`config.mk`:
```
export PLATFORM = sky130hd
export DESIGN_NAME = emulation_prevention_remover_top
export DESIGN_NICKNAME = d
export VERILOG_FILES = /design/src/epr_pkg.sv /design/src/emulation_prevention_remover_top.sv /design/src/epr_core.sv
export SDC_FILE = /design/constraint.sdc
export NUM_CORES = 1
export LEC_CHECK = 0
export BUFFER_PORTS_ARGS = -buffer_cell sky130_fd_sc_hd__clkbuf_2
export CORE_UTILIZATION = 45
export DETAILED_ROUTE_END_ITERATION = 6
export PLACE_DENSITY = 0.78
export SLEW_MARGIN = 20
export SYNTH_ARGS = -nofsm -noshare
export SYNTH_HDL_FRONTEND = slang
export SYNTH_SLANG_ARGS = --single-unit
```
`constraint.sdc`:
```
create_clock -name clk -period 4.3 [get_ports clk]
set_input_delay 0.215 -clock clk [delete_from_list [all_inputs] [get_ports clk]]
set_output_delay 0.215 -clock clk [all_outputs]
set_load 0.01 [all_outputs]
```
`src/epr_pkg.sv`:
```
// Shared types and constants for the emulation prevention byte remover.
// No dependencies.
`default_nettype none
package epr_pkg;

	localparam logic [7:0] PREVENTION_BYTE = 8'h03;
	localparam logic [7:0] NUL_BYTE        = 8'h00;
	localparam logic [1:0] ZERO_LIMIT      = 2'd2;

	typedef enum logic [1:0] {
		ST_OK        = 2'd0,
		ST_FORBIDDEN = 2'd1,
		ST_BAD_EPB   = 2'd2
	} status_t;

	typedef struct packed {
		logic [7:0] data_byte;
		logic       unit_last;
	} in_beat_t;

	typedef struct packed {
		logic [7:0] payload_byte;
		logic       byte_valid;
		logic       unit_end;
		status_t    status;
	} out_beat_t;

	typedef struct packed {
		logic       at_header;
		logic [1:0] zero_run;
		logic       after_prevention;
		logic       unit_failed;
	} unit_state_t;

endpackage
`default_nettype wire

```
`src/emulation_prevention_remover_top.sv`:
```
// Emulation prevention byte remover: NAL unit bytes in, RBSP bytes out.
// Path: from input beat accept through the input reg, then the result reg, to result beat accept.
// Throughput: one byte per cycle while out_ready is high; one result beat per input beat.
// The unit state advances as a byte moves from the input reg to the result reg.
// Reset (arst_n low, async): both regs empty, next byte treated as a header.
// Depends on epr_pkg and epr_core.
`default_nettype none
module emulation_prevention_remover_top import epr_pkg::*; (
	input  wire logic      clk,
	input  wire logic      arst_n,
	input  wire logic      in_valid,
	output logic           in_ready,
	input  wire in_beat_t  in_data,
	output logic           out_valid,
	input  wire logic      out_ready,
	output out_beat_t      out_data
);

	logic      valid_s1;
	in_beat_t  beat_s1;
	logic      valid_s2;
	out_beat_t beat_s2;
	out_beat_t result;
	logic      s2_free;
	logic      advance;

	assign s2_free  = ~valid_s2 | out_ready;
	assign advance  = valid_s1 & s2_free;
	assign in_ready = ~valid_s1 | s2_free;

	always_ff @(posedge clk or negedge arst_n) begin
		if (!arst_n) begin
			valid_s1 <= 1'b0;
		end else if (in_ready) begin
			valid_s1 <= in_valid;
		end
	end

	always_ff @(posedge clk) begin
		if (in_ready && in_valid)
			beat_s1 <= in_data;
	end

	epr_core u_core (
		.clk    (clk),
		.arst_n (arst_n),
		.step   (advance),
		.beat   (beat_s1),
		.result (result)
	);

	always_ff @(posedge clk or negedge arst_n) begin
		if (!arst_n) begin
			valid_s2 <= 1'b0;
		end else if (s2_free) begin
			valid_s2 <= valid_s1;
		end
	end

	always_ff @(posedge clk) begin
		if (advance)
			beat_s2 <= result;
	end

	assign out_valid = valid_s2;
	assign out_data  = beat_s2;

	a_ok_when_passed: assert property (@(posedge clk) disable iff (!arst_n)
		out_valid && out_data.byte_valid |-> out_data.status == ST_OK)
		else $error("passed byte carries error status");

	a_zero_when_dropped: assert property (@(posedge clk) disable iff (!arst_n)
		out_valid && !out_data.byte_valid |-> out_data.payload_byte == NUL_BYTE)
		else $error("dropped byte has nonzero payload");

	a_no_loss: assert property (@(posedge clk) disable iff (!arst_n)
		valid_s1 && !advance |=> valid_s1 && $stable(beat_s1))
		else $error("input reg lost a beat");

endmodule
`default_nettype wire

```
`src/epr_core.sv`:
```
// Per-byte decode and unit state for emulation prevention removal.
// Depends on epr_pkg.
`default_nettype none
module epr_core import epr_pkg::*; (
	input  wire logic      clk,
	input  wire logic      arst_n,
	input  wire logic      step,
	input  wire in_beat_t  beat,
	output out_beat_t      result
);

	localparam unit_state_t UNIT_CLEAR = '{at_header: 1'b1, zero_run: 2'd0,
		after_prevention: 1'b0, unit_failed: 1'b0};

	unit_state_t state_q;
	unit_state_t state_d;
	unit_state_t state_upd;

	always_comb begin
		logic [7:0] b;
		b = beat.data_byte;
		state_upd = state_q;
		result.payload_byte = NUL_BYTE;
		result.byte_valid   = 1'b0;
		result.unit_end     = beat.unit_last;
		result.status       = ST_OK;
		if (state_q.at_header) begin
			result.payload_byte = b;
			result.byte_valid   = 1'b1;
			state_upd.at_header = 1'b0;
		end else if (state_q.unit_failed) begin
			state_upd = state_q;
		end else if (state_q.after_prevention) begin
			state_upd.after_prevention = 1'b0;
			if (b > PREVENTION_BYTE) begin
				result.status         = ST_BAD_EPB;
				state_upd.unit_failed = 1'b1;
			end else begin
				result.payload_byte = b;
				result.byte_valid   = 1'b1;
				state_upd.zero_run  = (b == NUL_BYTE) ? 2'd1 : 2'd0;
			end
		end else if (state_q.zero_run == ZERO_LIMIT && b < PREVENTION_BYTE) begin
			result.status         = ST_FORBIDDEN;
			state_upd.unit_failed = 1'b1;
		end else if (state_q.zero_run == ZERO_LIMIT && b == PREVENTION_BYTE) begin
			state_upd.zero_run         = 2'd0;
			state_upd.after_prevention = ~beat.unit_last;
		end else begin
			result.payload_byte = b;
			result.byte_valid   = 1'b1;
			if (b == NUL_BYTE) begin
				if (state_q.zero_run < ZERO_LIMIT)
					state_upd.zero_run = state_q.zero_run + 2'd1;
			end else begin
				state_upd.zero_run = 2'd0;
			end
		end
		state_d = beat.unit_last ? UNIT_CLEAR : state_upd;
	end

	always_ff @(posedge clk or negedge arst_n) begin
		if (!arst_n) begin
			state_q <= UNIT_CLEAR;
		end else if (step) begin
			state_q <= state_d;
		end
	end

	a_last_clears: assert property (@(posedge clk) disable iff (!arst_n)
		step && beat.unit_last |=> state_q.at_header && !state_q.unit_failed)
		else $error("unit state not cleared after last byte");

	a_suppressed: assert property (@(posedge clk) disable iff (!arst_n)
		state_q.unit_failed && !state_q.at_header |->
		!result.byte_valid && result.status == ST_OK)
		else $error("byte passed or error repeated after failure");

	a_zero_run_range: assert property (@(posedge clk) disable iff (!arst_n)
		state_q.zero_run != 2'd3)
		else $error("zero run beyond limit");

	a_epb_no_fail: assert property (@(posedge clk) disable iff (!arst_n)
		state_q.after_prevention |-> !state_q.unit_failed && state_q.zero_run == 2'd0)
		else $error("inconsistent state after prevention byte");

endmodule
`default_nettype wire

```
==> summary.txt, run 1 <==
Clocking
  • Clk buf depth: 2
  • CTS root buffer: clkbuf_4
  • CTS buffer count: 3
  • CTS sink count: 28
  • Htree depth: 1
  • Clock Pin Slew Worst Setup and Hold Paths: around 0.13 ns
  • Resize count post-CTS: 0
  • Latest clock arrival within the worst-skew pair: approximately 0.32 ns
  • TritonCTS clock tree: built

GRT
  • Global route overflow: 0
  • Initial antenna violation count: 0
  • Vias in the first global route: ~670
  • Total GRT Usage: 0.153
  • Largest net degree at the start of global routing: 16
  • First-pass GRT wire length: 2950 um

Floorplan
  • Die X: 53.3 um
  • I/O pin count: 27
  • Row cnt: 18
  • Die area: about 0.0028 mm2
  • Initial Utilization: 0.478
  • Total core area: 0.00248 mm2
  • Die span in y: between 50 and 60 um

Timing
  • Slew HR: 0.653
  • Number of hold violations in the final report: 0
  • Final min period: 2.17 ns
  • Hold WS: 0.0570 ns
  • Period utilization: 0.504
  • Max Clock Skew: between 0.002 and 0.0025 ns
  • Achievable Freq: 461 MHz
  • Worst slew pin tran: just over 0.5 ns
  • Slew Viols, Final: 0
  • RSZ-0062 raised after global routing: no
  • Setup violators final: 0
  • Slack of the critical path: between 2 and 2.5 ns
  • Setup_tns: 0 ns

Worst setup path
  • CP Buf/Inv Count: 1
  • Crit path max fanout: 15
  • Critical path launch point type: flop
  • Crit Path Class: flop to flop
  • Critical Path RT: approximately 4.5 ns
  • Top delay family on crit path: simple AND/OR/NAND/NOR gates
  • Critical path's slowest cell: nor4_2
  • Max incr delay on CP: about 0.43 ns
  • Worst Setup End Kind: flop
  • CP Cell Sequence: nand2b_1, nand2_1, inv_1, o21ai_0, nor4_2, mux2_1
  • Crit path DAT: roughly 2.4 ns

Final layout
  • Fin area: between 0.001 and 0.0015 mm2
  • Layout overhead on the synthesized area: 16.3%
  • Ant diodes: 0
  • Layout Nets: around 130
  • Fraction of layout cells with a size suffix above 1: 0.327
  • Fill cell instance count of the final layout: roughly 230
  • Core Util, Final: 0.556
  • Post-route insts no fill: 143

Status
  • Outcome: finished clean

Yosys
  • EDFF count, synth: 21
  • Syn. warnings: 0
  • Post-synthesis sequential area ratio: 0.681
  • Synthesized area: roughly 0.0012 mm2
  • Syn_nets: 99
  • Mapped Cells: 85
  • Main synth FF type: edfxtp_1
  • Avg Cell Area, Syn: ~14 um2
  • Post-synth ARST share: 0.250
  • Yosys cell types: 34
  • Seq cells post-synth: 28

Flow run
  • Max cap viols: 0

Drt
  • Number of DRC markers in iteration 0: 7
  • Drt pass-1 iters: 2
  • Vias per inst: 5.29
  • Residual DRC: 0
  • WL final: 1830 um
  • WL/cell: 12.8 um
  • DR vias: approximately 760
  • Antenna Nets Post-Route: 0

Placement
  • Gpl congestion: around 0.86
  • Hpwl dp: between 1000 and 1500 um
  • Placed inst area: 0.00134 mm2
  • IO buf count: 26
  • Placed cell count: 138
  • DP Worst Slack: roughly 2.1 ns

Pwr
  • Lkg Pwr: roughly 0.53 nW
  • PD cells: approximately 340 mW/mm2
  • Worst ir drop on vdd: 295 uV
  • Overall Power: 0.473 mW

Min path
  • Worst hold path class: input pin to flop
area by class of cell:
cell class                      instances  area, um2  area share
Tap cell                               30       37.5      0.0272
Sequential cell                        28        807       0.586
Timing Repair Buffer                   27        140       0.102
Clock buffer                            4       26.3      0.0191
Multi-Input combinational cell         51        355       0.258
Inverter                                3       11.3     0.00817
cells in the mapped netlist, types with 2 or more instances:
master,n,share of area
edfxtp_1,21,0.53
nand3_1,2,0.0084
clkbuf_1,3,0.0095
nor3_1,3,0.013
inv_1,3,0.0095
nand2_1,4,0.013
nor2b_1,8,0.042
nor2_1,4,0.013
a21oi_1,3,0.013
dfrtp_1,6,0.13
nand2b_1,3,0.016
a211oi_1,2,0.013
o21ai_0,2,0.0084
where the power goes:
part / internal, mW / switching (mW)
clock: 0.0363 / 0.0698
combinational: 0.0191 / 0.0241
sequential: 0.312 / 0.0116
layer usage:
metal / wire length (um) / global-route usage
met3: 78 / 0.0345
met5: 0 / 0
met2: 946 / 0.250
met4: 48 / 0.0789
met1: 755 / 0.186
state kept, by name, summed over array words and instances (netlist names):
name,cells
beat_s1,9
out_data,12
out_valid,1
valid_s1,1
u_core.state_q,5
cell families after synthesis:
logic type / share of synthesized area
AND/OR/NAND/NOR: 0.206
multiplexers: 0.0275
adder cells (fa/ha/maj): 0.0106
flip-flops: 0.681
AO/OA/AOI/OAI: 0.0560
buffers and inverters: 0.0190
placed cells by master, fill, tap and decap left out, types with 2 or more instances in the layout:
cell type	synthesis	final
nand3_1	2	2
nor2_1	4	4
nor2b_1	8	8
clkbuf_4	0	3
a21oi_1	3	3
nand2b_1	3	3
nor3_1	3	3
a211oi_1	2	2
edfxtp_1	21	21
o21ai_0	2	2
clkbuf_2	0	26
inv_1	3	3
dfrtp_1	6	6
nand2_1	4	4
repair_timing:
action	CTS	global route
setup endpoints to repair	0	0
hold buffers	1	0
buffers inserted	0	0
hold endpoints to repair	7	0
final timing paths:
| path | from | to | slack (ns) | cells past startpoint |
|---|---|---|---|---|
| min in group asynchronous | arst_n | out_valid$_DFFE_PN0P_ | 0.24 | 2 |
| max in group asynchronous | arst_n | u_core.state_q[4]$_DFFE_PN1P_ | 3.83 | 2 |
| worst max register to register | out_valid$_DFFE_PN0P_ | u_core.state_q[3]$_DFFE_PN0P_ | 2.13 | 6 |
| worst min register to register | valid_s1$_DFFE_PN0N_ | out_valid$_DFFE_PN0P_ | 0.52 | 1 |
| worst max-delay path | out_valid$_DFFE_PN0P_ | u_core.state_q[3]$_DFFE_PN0P_ | 2.13 | 6 |
| worst min-delay path | in_data[1] | beat_s1[1]$_DFFE_PP_ | 0.06 | 1 |
Note: power is estimated with default switching activity, not from simulation.
==> run 2: changes to the inputs <==
--- a/config.mk
+++ b/config.mk
@@ -8,7 +8,7 @@
 export BUFFER_PORTS_ARGS = -buffer_cell sky130_fd_sc_hd__clkbuf_2
 export CORE_UTILIZATION = 45
 export DETAILED_ROUTE_END_ITERATION = 6
-export PLACE_DENSITY = 0.78
+export PLACE_DENSITY = 0.81
 export SLEW_MARGIN = 20
 export SYNTH_ARGS = -nofsm -noshare
 export SYNTH_HDL_FRONTEND = slang
==> constraint.sdc (replaced) <==
create_clock -name clk -period 1.78 [get_ports clk]
set_input_delay 0.089 -clock clk [delete_from_list [all_inputs] [get_ports clk]]
set_output_delay 0.089 -clock clk [all_outputs]
set_load 0.01 [all_outputs]
==> run 2 against run 1 <==
Net effect: the flow now finishes with violations (negative setup slack); via count grew 19%; clock-buffer cell count is 1 lower; clock skew rose by 0.0018 ns; critical path depth down 1; design area up 20%; non-clock buffer count rose by 23; clock power increased to 4.0 times the previous value; core utilization rose by 11 points; critical path type unchanged; largest cell class unchanged; largest power group unchanged.
==> summary.txt, run 2 (synthesized netlist as in run 1, its figures left out) <==
Status
  • Outcome: finished with violations
  • Failing checks: negative setup slack

Floorplan
  • I/O pin count: 27 (unchanged)
  • Die span in y: 53.3 um (unchanged)
  • Die X: 53.3 um (unchanged)
  • Total core area: 0.00248 mm2 (unchanged)
  • Initial Utilization: 0.478 (unchanged)
  • Die area: 0.00284 mm2 (unchanged)
  • Row cnt: 18 (unchanged)

Min path
  • Min-delay src: out_ready
  • Worst hold path class: input pin to flop
  • Hold Path Depth: 3 (+2)
  • Worst Hold Path EP: out_valid$_DFFE_PN0P_

Timing
  • Slack of the critical path: -0.136 ns (-2.27 ns)
  • Setup violators final: 11 (+11)
  • Final min period: 1.92 ns (-0.253 ns)
  • Achievable Freq: 522 MHz (+13%)
  • Number of hold violations in the final report: 0 (unchanged)
  • RSZ-0062 raised after global routing: yes
  • Worst slew pin tran: 0.411 ns (-0.109 ns)
  • Hold WS: 0.0233 ns (-0.0338 ns)
  • Slew Viols, Final: 0 (unchanged)
  • Max Clock Skew: 0.00432 ns (+0.00183 ns)
  • Slew HR: 0.723 (+0.0698)
  • Setup_tns: -1.07 ns (-1.07 ns)
  • Period utilization: 1.08 (+0.572)

Worst setup path
  • Critical R2R Launch: beat_s1[5]$_DFFE_PP_
  • Crit path max fanout: 4 (-11)
  • R2R Setup Slk: -0.14 ns (-2.27 ns)
  • Critical Path RT: 2.02 ns (-2.50 ns)
  • Crit path DAT: 2.15 ns (-0.24 ns)
  • Worst Setup End Kind: flop
  • Critical path's slowest cell: edfxtp_1
  • Critical path launch point type: flop
  • Max incr delay on CP: 0.45 ns (+0.02 ns)
  • R2r endpoint: u_core.state_q[3]$_DFFE_PN0P_
  • FF-to-FF path depth: 5 (-1)
  • Crit Path Class: flop to flop
  • CP Cell Sequence: nor4_4, nand3_2, nor4b_2, nor4_2, mux2_1
  • CP Buf/Inv Count: 0 (-1)
  • Top delay family on crit path: simple AND/OR/NAND/NOR gates

Final layout
  • Layout overhead on the synthesized area: 39.0%
  • Commonest cells after routing, fill and taps aside: clkbuf_2 (26), edfxtp_1 (21), dlygate4sd3_1 (11), buf_4 (11)
  • Fill cell instance count of the final layout: 182 (-19%)
  • Post-route insts no fill: 166 (+16%)
  • Most common cell after layout, fill and taps aside: clkbuf_2
  • Ant diodes: 0 (unchanged)
  • Fraction of layout cells with a size suffix above 1: 0.434 (+0.106)
  • Area occupied by registers: 807 um2 (unchanged)
  • Max reg flops: 12 (unchanged)
  • Multi-input gate area: 389 um2 (+9.5%)
  • Layout Nets: 151 (+18%)

Drt
  • Antenna Nets Post-Route: 0 (unchanged)
  • Vias per inst: 5.42 (+2.6%)
  • Number of DRC markers in iteration 0: 34 (+27)
  • Top sig layer: met4
  • DR vias: 900 (+19%)
  • WL/cell: 15.7 um (+23%)
  • Met2 WL post-DR: 1320 um (+40%)
  • Metal-1 WL: 1010 um (+34%)
  • Residual DRC: 0 (unchanged)
  • Drt pass-1 iters: 4 (+2)
  • WL final: 2600 um (+42%)
  • Routed wl met3: 167 um (+110%)

Clocking
  • CTS sink count: 28 (unchanged)
  • Clk buf depth: 2 (unchanged)
  • Htree depth: 1 (unchanged)
  • TritonCTS clock tree: built
  • Latest clock arrival within the worst-skew pair: 0.34 ns (+0.02 ns)
  • CTS buffer count: 3 (unchanged)
  • CTS root buffer: clkbuf_4
  • Clock Pin Slew Worst Setup and Hold Paths: 0.15 ns (+0.02 ns)

Pwr
  • PD cells: 820 mW/mm2 (+140%)
  • Sequential cell fraction of total power: 0.583 (-0.101)
  • Cell Int Power: 1.05 mW (+190%)
  • Switching pwr: 0.299 mW (+180%)
  • Worst ir drop on vdd: 798 uV (+170%)
  • Switching Share: 0.221 (-0.00209)
  • Lkg Pwr: 0.653 nW (+23%)
  • Combinational power share: 0.103 (+0.012)
  • Clock share of power: 0.315 (+0.091)

GRT
  • Initial antenna violation count: 0 (unchanged)
  • Global route overflow: 0 (unchanged)
  • First-pass GRT wire length: 3590 um (+22%)
  • Total GRT Usage: 0.183 (+0.0302)
  • Largest net degree at the start of global routing: 17 (+1)
  • Vias in the first global route: 802 (+20%)

Placement
  • Gpl congestion: 0.768 (-11%)
  • Placed cell count: 147 (+6.5%)
  • IO buf count: 26 (unchanged)
  • Hpwl dp: 1580 um (+13%)

Flow run
  • Max cap viols: 0 (unchanged)
## run 2: changes by cell type in the layout (fill, tap and decap cells not counted), moves of 2 or more
cell	previous run	this run
nor2b_1	8	6
inv_1	3	1
dlygate4sd3_1	1	11
buf_6	0	2
buf_4	0	11
nor2b_2	1	3
## run 2: final cells by class
cell class,count,share of cell area
timing repair buffer,50,0.210
sequential,28,0.490
clock inverter,1,0.0182
clock buffer,3,0.0137
inverter,3,0.00912
multi-input combinational,51,0.236
tap,30,0.0228
## run 2: power groups by stage
stage / sequential (mW) / combinational (mW) / clock [mW]
after global routing: 0.792 / 0.149 / 0.445
after detailed placement: 0.797 / 0.114 / 0
after floorplan: 0.794 / 0.0591 / 0
after global placement: 0.793 / 0.109 / 0
after CTS: 0.783 / 0.136 / 0.419
final: 0.786 / 0.139 / 0.425
## run 2: metrics by stage
stage	power [mW]	setup WS, ns	utilization	area, um2
5_1_grt	1.39	-0.211	0.665	1650
4_1_cts	1.34	-0.0647	0.648	1610
6_report	1.35	-0.136	0.665	1650
3_5_place_dp	0.911	-0.0989	0.570	1410
3_3_place_gp	0.903	-0.0204	0.570	1410
2_1_floorplan	0.853	-0.0266	-	1190
## run 2: metal layers
layer	up-vias	global-route usage
met3	13	0.0374
met5	-	0
met4	0	0.0921
li1	416	-
met2	46	0.306
met1	425	0.220
## run 2: repair_timing
item / 4_1_cts / 5_1_grt
hold buffers: 11 / 0
endpoints found under the setup margin: 9 / 12
resized for setup: 2 / 8
endpoints found under the hold margin: 17 / 0
cloned: 0 / 0
buffers inserted: 3 / 1
pin swaps: 3 / 2
## run 2: worst register-to-register path, stage by stage (launching register included)
cell and delay [ns]:
edfxtp_1 0.45, nor4_4 0.42, nand3_2 0.18, nor4b_2 0.31, nor4_2 0.11, mux2_1 0.34
## run 2: how the worst max path moves through the flow
stage / from / cells after the start / slack (ns) / to
finish: beat_s1[5]$_DFFE_PP_ / 5 / -0.14 / u_core.state_q[3]$_DFFE_PN0P_
global route: beat_s1[5]$_DFFE_PP_ / 5 / -0.21 / u_core.state_q[3]$_DFFE_PN0P_
CTS: beat_s1[4]$_DFFE_PP_ / 6 / -0.06 / out_data[5]$_DFFE_PP_
detailed placement: beat_s1[5]$_DFFE_PP_ / 6 / -0.1 / out_data[5]$_DFFE_PP_
global placement: beat_s1[5]$_DFFE_PP_ / 6 / -0.02 / out_data[9]$_DFFE_PP_
floorplan: out_valid$_DFFE_PN0P_ / 6 / -0.03 / u_core.state_q[3]$_DFFE_PN0P_
==> run 3: changes to the inputs <==
--- a/config.mk
+++ b/config.mk
@@ -7,8 +7,11 @@
 export LEC_CHECK = 0
 export BUFFER_PORTS_ARGS = -buffer_cell sky130_fd_sc_hd__clkbuf_2
 export CORE_UTILIZATION = 45
+export CTS_CLUSTER_DIAMETER = 100
 export DETAILED_ROUTE_END_ITERATION = 6
+export HOLD_SLACK_MARGIN = 0.12
 export PLACE_DENSITY = 0.81
+export RECOVER_POWER = 50
 export SLEW_MARGIN = 20
 export SYNTH_ARGS = -nofsm -noshare
 export SYNTH_HDL_FRONTEND = slang
==> run 3 against run 2 <==
Net effect: the run still ends with negative setup slack left; clock power is essentially flat; total power grew 0.29%; cell count rose by 1.8%; first-iteration DRC count is 15% lower; flip-flop and latch count stayed put; via count up 1.9%; design area increased by 0.84%; sequential power barely moved; core utilization up 0.56 points; clock-buffer cell count unchanged.
==> summary.txt, run 3 (synthesized netlist as in run 1, its figures left out) <==
Status
  • Outcome: finished with violations
  • Failing checks: negative setup slack

Flow run
  • Max cap viols: 0 (unchanged)

GRT
  • Met3 Use GR: 0.0374 (unchanged)
  • Layer with the highest usage: met2
  • Global route overflow: 0 (unchanged)
  • First-pass GRT wire length: 3710 um (+3.5%)
  • Met1 GRT Util: 0.228 (+0.00734)
  • Vias in the first global route: 827 (+3.1%)
  • Largest net degree at the start of global routing: 17 (unchanged)
  • Met2 Track Usage GR: 0.319 (+0.0125)
  • Total GRT Usage: 0.189 (+0.00609)
  • Initial antenna violation count: 0 (unchanged)

Worst setup path
  • CP Buf/Inv Count: 0 (unchanged)
  • Worst Setup End Kind: flop
  • Crit path DAT: 2.14 ns (about the same)
  • Critical path's slowest cell: edfxtp_1
  • Max incr delay on CP: 0.45 ns (about the same)
  • Critical R2R Launch: beat_s1[5]$_DFFE_PP_
  • FF-to-FF path depth: 5 (unchanged)
  • R2R Setup Slk: -0.12 ns (+0.02 ns)
  • Crit path max fanout: 4 (unchanged)
  • Crit Path Class: flop to flop
  • Top delay family on crit path: simple AND/OR/NAND/NOR gates
  • Critical Path RT: 2.03 ns (about the same)
  • CP Cell Sequence: nor4_4, nand3_2, nor4b_2, nor4_2, mux2_1
  • R2r endpoint: u_core.state_q[3]$_DFFE_PN0P_
  • Critical path launch point type: flop

Timing
  • Number of hold violations in the final report: 0 (unchanged)
  • Final min period: 1.90 ns (-0.0190 ns)
  • Setup violators final: 11 (unchanged)
  • Worst slew pin tran: 0.377 ns (-0.0339 ns)
  • Max Clock Skew: 0.00271 ns (-0.00161 ns)
  • Period utilization: 1.07 (-0.0107)
  • Achievable Freq: 527 MHz (+1.0%)
  • RSZ-0062 raised after global routing: yes
  • Slew Viols, Final: 0 (unchanged)
  • Slew HR: 0.746 (+0.0228)
  • Slack of the critical path: -0.117 ns (+0.0190 ns)

Final layout
  • Max reg flops: 12 (unchanged)
  • Layout overhead on the synthesized area: 40.1%
  • Commonest cells after routing, fill and taps aside: edfxtp_1 (21), dlygate4sd3_1 (14), clkbuf_1 (13), clkbuf_2 (13), buf_4 (11)
  • Ant diodes: 0 (unchanged)
  • Fraction of layout cells with a size suffix above 1: 0.331 (-0.103)
  • Layout Nets: 154 (+2.0%)
  • Core Util, Final: 0.670 (+0.00556)
  • Most common cell after layout, fill and taps aside: edfxtp_1
  • Fin area: 0.00166 mm2 (+0.84%)
  • Fill cell instance count of the final layout: 192 (+5.5%)

Pwr
  • PD cells: 815 mW/mm2 (-0.54%)
  • Lkg Pwr: 0.627 nW (-4.1%)
  • Worst ir drop on vdd: 796 uV (-0.29%)

Clocking
  • TritonCTS clock tree: built
  • Latest clock arrival within the worst-skew pair: 0.34 ns (about the same)
  • Htree depth: 1 (unchanged)
  • Clk buf depth: 2 (unchanged)
  • CTS sink count: 28 (unchanged)
  • Clock Pin Slew Worst Setup and Hold Paths: 0.15 ns (about the same)
  • CTS root buffer: clkbuf_4
  • CTS buffer count: 3 (unchanged)

Drt
  • Residual DRC: 0 (unchanged)
  • Vias per inst: 5.43 (about the same)
  • Number of DRC markers in iteration 0: 29 (-15%)
  • Drt pass-1 iters: 4 (unchanged)
  • WL/cell: 15.8 um (+0.98%)
  • DR vias: 917 (+1.9%)
  • Antenna Nets Post-Route: 0 (unchanged)
  • WL final: 2680 um (+2.8%)

Placement
  • Gpl congestion: 0.768 (unchanged)
  • Placed inst area: 0.00141 mm2 (unchanged)
  • Hpwl dp: 1580 um (unchanged)
  • IO buf count: 26 (unchanged)

Min path
  • Worst hold path class: input pin to async pin

Floorplan
  • Initial Utilization: 0.478 (unchanged)
  • I/O pin count: 27 (unchanged)
  • Die area: 0.00284 mm2 (unchanged)
  • Row cnt: 18 (unchanged)
  • Total core area: 0.00248 mm2 (unchanged)
  • Die X: 53.3 um (unchanged)
  • Die span in y: 53.3 um (unchanged)
## run 3: cell count changes in the layout (fill, tap and decap cells not counted)
| cell | change |
|---|---|
| clkbuf_2 | -13 |
| dlygate4sd3_1 | +3 |
| clkbuf_1 | +13 |
## run 3: power by group
part           internal (mW)  leakage, nW  switching (mW)
registers              0.754        0.287          0.0328
logic                 0.0696        0.312          0.0711
clock network          0.228       0.0279           0.198
total                   1.05        0.627           0.302
## run 3: layer usage
layer | vias up | share of wire | wire length [um]
met2 | 56 | 0.50 | 1330
met1 | 428 | 0.40 | 1070
met5 | - | 0 | 0
met4 | 0 | 0.035 | 94
li1 | 422 | - | -
met3 | 11 | 0.068 | 183
## run 3: layout make-up
| type | count | area (um2) | share of cell area |
|---|---|---|---|
| multi-input cells | 51 | 389 | 0.234 |
| repair buffers | 53 | 359 | 0.216 |
| inverters | 3 | 15.0 | 0.00904 |
| clock inverters | 1 | 30.0 | 0.0181 |
| flip-flops and latches | 28 | 807 | 0.486 |
| well taps | 30 | 37.5 | 0.0226 |
| clock buffers | 3 | 22.5 | 0.0136 |
## run 3: worst reg2reg max path, stage by stage, from the launching register on
cell and delay [ns]:
edfxtp_1 0.45, nor4_4 0.42, nand3_2 0.18, nor4b_2 0.31, nor4_2 0.11, mux2_1 0.33
## run 3: metrics by stage
stage          hold WS [ns]  cells  setup WS (ns)  setup TNS (ns)  power [mW]
2_1_floorplan        -0.207     85        -0.0266         -0.0266       0.853
4_1_cts               0.223    168        -0.0647          -0.434        1.34
5_1_grt               0.253    169         -0.211           -1.77        1.39
3_3_place_gp        -0.0700    147        -0.0204         -0.0885       0.903
6_report              0.234    169         -0.117           -1.00        1.35
3_5_place_dp        -0.0643    147        -0.0989          -0.701       0.911
## run 3: timing repair
item                                    in CTS  in global routing
hold buffers                                14                  0
setup buffers                                3                  1
endpoints found under the setup margin       9                 12
endpoints found under the hold margin       18                  0
resized for setup                            2                  8
pin swaps                                    3                  2
## run 3: worst max-delay path by stage
| stage | start | depth (start not counted) | slack [ns] | end |
|---|---|---|---|---|
| finish | beat_s1[5]$_DFFE_PP_ | 5 | -0.12 | u_core.state_q[3]$_DFFE_PN0P_ |
| CTS | beat_s1[4]$_DFFE_PP_ | 6 | -0.06 | out_data[5]$_DFFE_PP_ |
| global placement | beat_s1[5]$_DFFE_PP_ | 6 | -0.02 | out_data[9]$_DFFE_PP_ |
| floorplan | out_valid$_DFFE_PN0P_ | 6 | -0.03 | u_core.state_q[3]$_DFFE_PN0P_ |
| detailed placement | beat_s1[5]$_DFFE_PP_ | 6 | -0.1 | out_data[5]$_DFFE_PP_ |
| global route | beat_s1[5]$_DFFE_PP_ | 5 | -0.21 | u_core.state_q[3]$_DFFE_PN0P_ |
